[config.mk]
export PLATFORM = sky130hd
export DESIGN_NAME = ghp_ctrl
export DESIGN_NICKNAME = d
export VERILOG_FILES = /design/src/rtl/ghp_pkg.sv /design/src/rtl/ghp_ctrl.sv
export SDC_FILE = /design/constraint.sdc
export NUM_CORES = 1
export LEC_CHECK = 0
export BUFFER_PORTS_ARGS = -buffer_cell sky130_fd_sc_hd__buf_2
export CAP_MARGIN = 20
export CORE_AREA = 10 10 47 49
export DETAILED_ROUTE_END_ITERATION = 10
export DIE_AREA = 0 0 57 59
export GPL_TIMING_DRIVEN = 0
export SYNTH_ARGS = -nofsm -noshare
export SYNTH_HDL_FRONTEND = slang
export SYNTH_SLANG_ARGS = --single-unit
[constraint.sdc]
create_clock -name clk_i -period 1 [get_ports clk_i]
set_input_delay 0.2 -clock clk_i [delete_from_list [all_inputs] [get_ports clk_i]]
set_output_delay 0.2 -clock clk_i [all_outputs]
set_load 0.01 [all_outputs]
[src/rtl/ghp_pkg.sv]
`timescale 1ns / 1ps
// ----------------------------------------------------------------------------
// Generational handle pool package
// Shared constants, result codes and the controller/datapath interface types.
// ----------------------------------------------------------------------------
package ghp_pkg;

  localparam int unsigned DEF_MAX_SLOTS        = 1023;
  localparam int unsigned DEF_INDEX_FIELD_BITS = 16;

  localparam int unsigned SLOT_W   = 10;
  localparam int unsigned GEN_W    = 16;
  localparam int unsigned ID_W     = 32;
  localparam int unsigned STATUS_W = 2;
  localparam int unsigned APB_AW   = 3;
  localparam int unsigned APB_DW   = 32;

  // Reset value of the pool size register before clamping.
  localparam logic [SLOT_W-1:0] POOL_SLOTS_RST = 10'd1023;

  // Opcode values of an input item.
  localparam logic OP_ALLOC = 1'b0;
  localparam logic OP_FREE  = 1'b1;

  // Register word index of the pool size register.
  localparam logic REG_POOL_SLOTS = 1'b0;

  typedef enum logic [STATUS_W-1:0] {
    ST_OK        = 2'd0,
    ST_EXHAUSTED = 2'd1,
    ST_BAD_FREE  = 2'd2
  } ghp_status_e;

  // Commands from the controller to the datapath.
  typedef struct packed {
    logic        latch;     // capture the input item
    logic        pop;       // read top of stack and decrement
    logic        push;      // write slot index at top and increment
    logic        gen_rd;    // resolve popped slot and read its generation
    logic        gen_wr;    // write incremented generation, alloc result
    logic        emit;      // load the result registers
    ghp_status_e emit_status;
  } ghp_cmd_t;

  // Status from the datapath to the controller.
  typedef struct packed {
    logic is_free;
    logic empty;
    logic bad_free;
    logic clearing;
  } ghp_sts_t;

endpackage

[src/rtl/ghp_ctrl.sv]
`timescale 1ns / 1ps
// ----------------------------------------------------------------------------
// Generational handle pool controller
// Decodes one item at a time; allocs go on to stack pop and generation update.
// ----------------------------------------------------------------------------
module ghp_ctrl (
  input  logic              clk_i,
  input  logic              rst_ni,
  input  logic              start_i,
  input  ghp_pkg::ghp_sts_t sts_i,
  output ghp_pkg::ghp_cmd_t cmd_o,
  output logic              busy_o
);
  import ghp_pkg::*;

  typedef enum logic [1:0] {
    S_IDLE,
    S_DECODE,
    S_STACK,
    S_GEN
  } state_e;

  state_e state_q, state_d;
  logic   busy_q;

  always_comb begin
    cmd_o             = '0;
    cmd_o.emit_status = ST_OK;
    state_d           = state_q;
    case (state_q)
      S_IDLE: begin
        if (start_i && !sts_i.clearing) begin
          cmd_o.latch = 1'b1;
          state_d     = S_DECODE;
        end
      end
      S_DECODE: begin
        if (!sts_i.is_free) begin
          if (sts_i.empty) begin
            cmd_o.emit        = 1'b1;
            cmd_o.emit_status = ST_EXHAUSTED;
            state_d           = S_IDLE;
          end else begin
            cmd_o.pop = 1'b1;
            state_d   = S_STACK;
          end
        end else begin
          cmd_o.emit = 1'b1;
          if (sts_i.bad_free) begin
            cmd_o.emit_status = ST_BAD_FREE;
          end else begin
            cmd_o.push = 1'b1;
          end
          state_d = S_IDLE;
        end
      end
      S_STACK: begin
        cmd_o.gen_rd = 1'b1;
        state_d      = S_GEN;
      end
      S_GEN: begin
        cmd_o.gen_wr = 1'b1;
        cmd_o.emit   = 1'b1;
        state_d      = S_IDLE;
      end
      default: begin
        state_d = S_IDLE;
      end
    endcase
  end

  always_ff @(posedge clk_i or negedge rst_ni) begin
    if (!rst_ni) begin
      state_q <= S_IDLE;
      busy_q  <= 1'b0;
    end else begin
      state_q <= state_d;
      busy_q  <= (state_d != S_IDLE);
    end
  end

  assign busy_o = busy_q || sts_i.clearing;

endmodule

Yosys cells after proc, flatten, opt, wreduce, memory -nomap -nowiden
Cells that the tools add are included.

storage, ports and cells
  bits in registers = 3
  logic and storage cells = 28
  output and inout port bits = 9
  input bits = 7

cells by class
  equality and inequality tests = 3
  muxes and demuxes = 18
  reductions and logical operators = 5

operator list
  operator                                                          number
  2-bit two-way mux                                                 6
  1-bit two-way mux                                                 8
  2-bit case mux with 4 select lines                                1
  3-bit two-way mux                                                 2
  2-bit == test (second input constant)                             2
  2-bit by 1-bit == test with 1-bit output (second input constant)  1
  2-bit zero test                                                   1
  1-bit case mux with 2 select lines                                1
  2-bit nonzero test                                                1
  1-bit logical AND                                                 1
  1-bit zero test                                                   1
  1-bit logical OR                                                  1

Depth between registers and ports, before layout
  word-level depth = 5
  depth in mapped cells = 3
  gate-level depth less buffers = 2

Least setup slack after synthesis
No wires, ideal clock.

  kind = flip-flop to output port
  start point = reg state_q[1]
  end point = out cmd_o[2] (netlist name)
  required time = 0.800 ns
  slack = -0.018 ns
  buffers on the path = 1
  data arrival time = 0.818 ns
  cell stages (with the launch flop) = 3
  path through = dfrtp_1 buf_6 o31a_1

RTL lines
  element                 line            source
  from (decl)             ghp_ctrl.sv:23  state_e state_q, state_d;
  from (signal assigned)  ghp_ctrl.sv:77  state_q <= state_d;
  to (decl)               ghp_ctrl.sv:11  output ghp_pkg::ghp_cmd_t cmd_o,

==> metrics <==
max-slew violations 0; fin crit period 1.34 ns; Worst Path Max Fanout 9; Post-Syn Nets 27; Pwr Total 968 uW; end of the critical path cmd_o[2]; 1st-iter DRT viols 2; WS Path Type register to primary output; clock sinks 3; failing checks setup timing; status finished with violations; Final Core Density 27.0%; Die X-Extent 57 um; Startpoint Class register; CP endpoint kind primary output; GR Layer Usage met3 1.93%; clock slew at reported path FFs 0.04 ns; clk buf depth 2; Port Buf Inserts 15; FF-to-FF setup slack 0.02 ns; Syn Area/Cell 10.8 um2; Core ar. 1400 um2; drt total wl 622 um; Switching Power 339 uW; Initial Util 15.4%; gr usage total 4.10%; DR vias/cell 4.00; number of post-CTS setup repair buffers 0; Yosys warnings 0; CP Buf/Inv Count 2; Leak 0.000189 uW; initial antenna violation count 0; R2R Path Start state_q[1]; internal power 629 uW; Most Crowded Layer GR met4; Worst-Margin Slew 0.191 ns; # setup viols final 9; number of stages on the worst setup path 3; dpl hpwl 514 um; switching share of power 35.0%; max cap viols 0; first-pass GRT wire length 993 um; FP Rows 14; Syn Inst Count 20; slowest CP cell dfrtp_1; CP top delay family flip-flops; Largest stage delay, worst path 0.36 ns; Gate power share 57.4%; nets 48; Final ANT Viol Nets 0; crit share post-route 134%; Worst Hold Class primary input to asynchronous set/reset pin; crit-path cells buf_6 > o31a_1 > buf_2; P&R area growth vs syn 74.6%; sequential share of the synthesized area 34.7%; Worst EP arrival 1.14 ns; RSZ-0062 raised after global routing yes; max_slew headroom 87.2%; Worst R2R Path Depth 3; Yosys cell types 18; Antenna diodes 0; Top-Level Pins 16; CTS Root Cell clkbuf_4; #FFs+latches synth 3; grt met2 use 5.43%; pwr dens 2560 nW/um2; worst vdd ir 0.710 mV; Final Skew 0.000815 ns; Hold Fails Final Rpt 0; Reg-to-Reg End state_q[1]; H-tree level count 1; routed length per instance 11.1 um; Required @ worst endpoint 0.80 ns; setup slack after layout -0.340 ns; CTS tree done; Critical Path Source state_q[1]; first drt pass iteration count 4; DR vias 224; chip height 59 um; clk_lat worst skew 0.23 ns; maximum clock frequency 747 MHz; DRC 0; sequential power share 20.8%; largest net degree at the start of global routing 11; synthesized area 216 um2; Inserted Clock Buffers 3; met1 Use GR 3.91%; fraction of final layout cells sized beyond drive strength 1 65.0%; gr ovfl total 0; Die ar. 3360 um2; vias in the first global route 253; Placer Congestion 0.685; Clock Power Share 21.8%
-- cell usage in the layout (no fill, tap or decap) --
cell type and n:
a21oi_1 1, a21oi_2 1, and2_2 1, and4_1 1, and4bb_1 1, and4bb_2 1
buf_2 12, buf_6 5, clkbuf_1 1, clkbuf_4 3, dfrtp_1 3, dlygate4sd3_1 1
inv_1 1, nand2b_1 1, nor2_1 1, nor2b_2 1, nor3_1 1, nor4b_4 1
o31a_1 1, or2_1 1, or2_4 1
-- state kept, by name (all words and copies together) (netlist names) --
signal and flops:
state_q 2, busy_q 1
-- stage by stage --
step | setup slack (ns) | hold slack (ns) | cells | cell area (um2) | TNS [ns]
after CTS | -0.353 | 0.282 | 56 | 375 | -2.43
after detailed placement | -0.0947 | -0.00186 | 51 | 312 | -0.345
after global placement | -0.0992 | -0.00381 | 51 | 312 | -0.353
after global routing | -0.386 | 0.288 | 56 | 378 | -2.85
after floorplan | 0.00777 | -0.0956 | 20 | 216 | 0
final | -0.340 | 0.294 | 56 | 378 | -2.29
-- cell usage after synthesis --
master,instances,area [um2]
dfrtp_1,3,75.1
a21oi_1,1,5.00
a21oi_2,1,8.76
and2_2,1,7.51
and4_1,1,8.76
and4bb_1,1,12.5
and4bb_2,1,12.5
buf_2,1,5.00
buf_6,1,11.3
inv_1,1,3.75
nand2b_1,1,6.26
nor2_1,1,3.75
nor2b_1,1,6.26
nor3_1,1,5.00
nor4b_4,1,23.8
o31a_1,1,8.76
or2_1,1,6.26
or2_2,1,6.26
-- layer usage --
layer  share of wire (%)  vias up  wire [um]
met4                 3.4        0         21
met1                  41       97        257
met5                   0        -          0
met3                 6.1        2         38
li1                    -      113          -
met2                  49       12        304
-- power groups by stage --
stage,clock network (uW),logic [uW],registers (uW)
after floorplan,0,345,195
after global placement,0,487,197
after detailed placement,0,492,197
after CTS,223,561,202
after global routing,240,614,207
final,211,555,201
-- timing repair --
action	in CTS	in global routing
endpoints found under the hold margin	3	0
pin swaps	1	0
hold buffers	1	0
setup endpoints to repair	9	10
cloned	0	0
gates resized for setup	6	1
-- cells by family (layout without fill, tap and decap cells) --
family / Yosys count / after routing / synth area share, %
flip-flops: 3 / 3 / 34.7
buffers and inverters: 3 / 23 / 9.24
AND/OR/NAND/NOR: 11 / 11 / 45.7
AO/OA/AOI/OAI: 3 / 3 / 10.4
-- worst min path at each step --
stage	startpoint	endpoint	slack (ns)	cells past startpoint
after floorplan	rst_ni	busy_q	-0.1	0
after global placement	rst_ni	busy_q	-0.004	1
after detailed placement	rst_ni	busy_q	-0.002	1
after CTS	rst_ni	state_q[1]	0.28	2
after global routing	rst_ni	state_q[1]	0.29	2
final	rst_ni	busy_q	0.29	2
-- cell type report --
cell class                      instances  area [um2]
Buffer                                  2        22.5
Clock buffer                            4        26.3
Fill cell                             166        1020
Inverter                                1        3.75
Multi-Input combinational cell         14         126
Sequential cell                         3        75.1
Tap cell                               16        20.0
Timing Repair Buffer                   16         104
(Power assumes the default switching activity.)
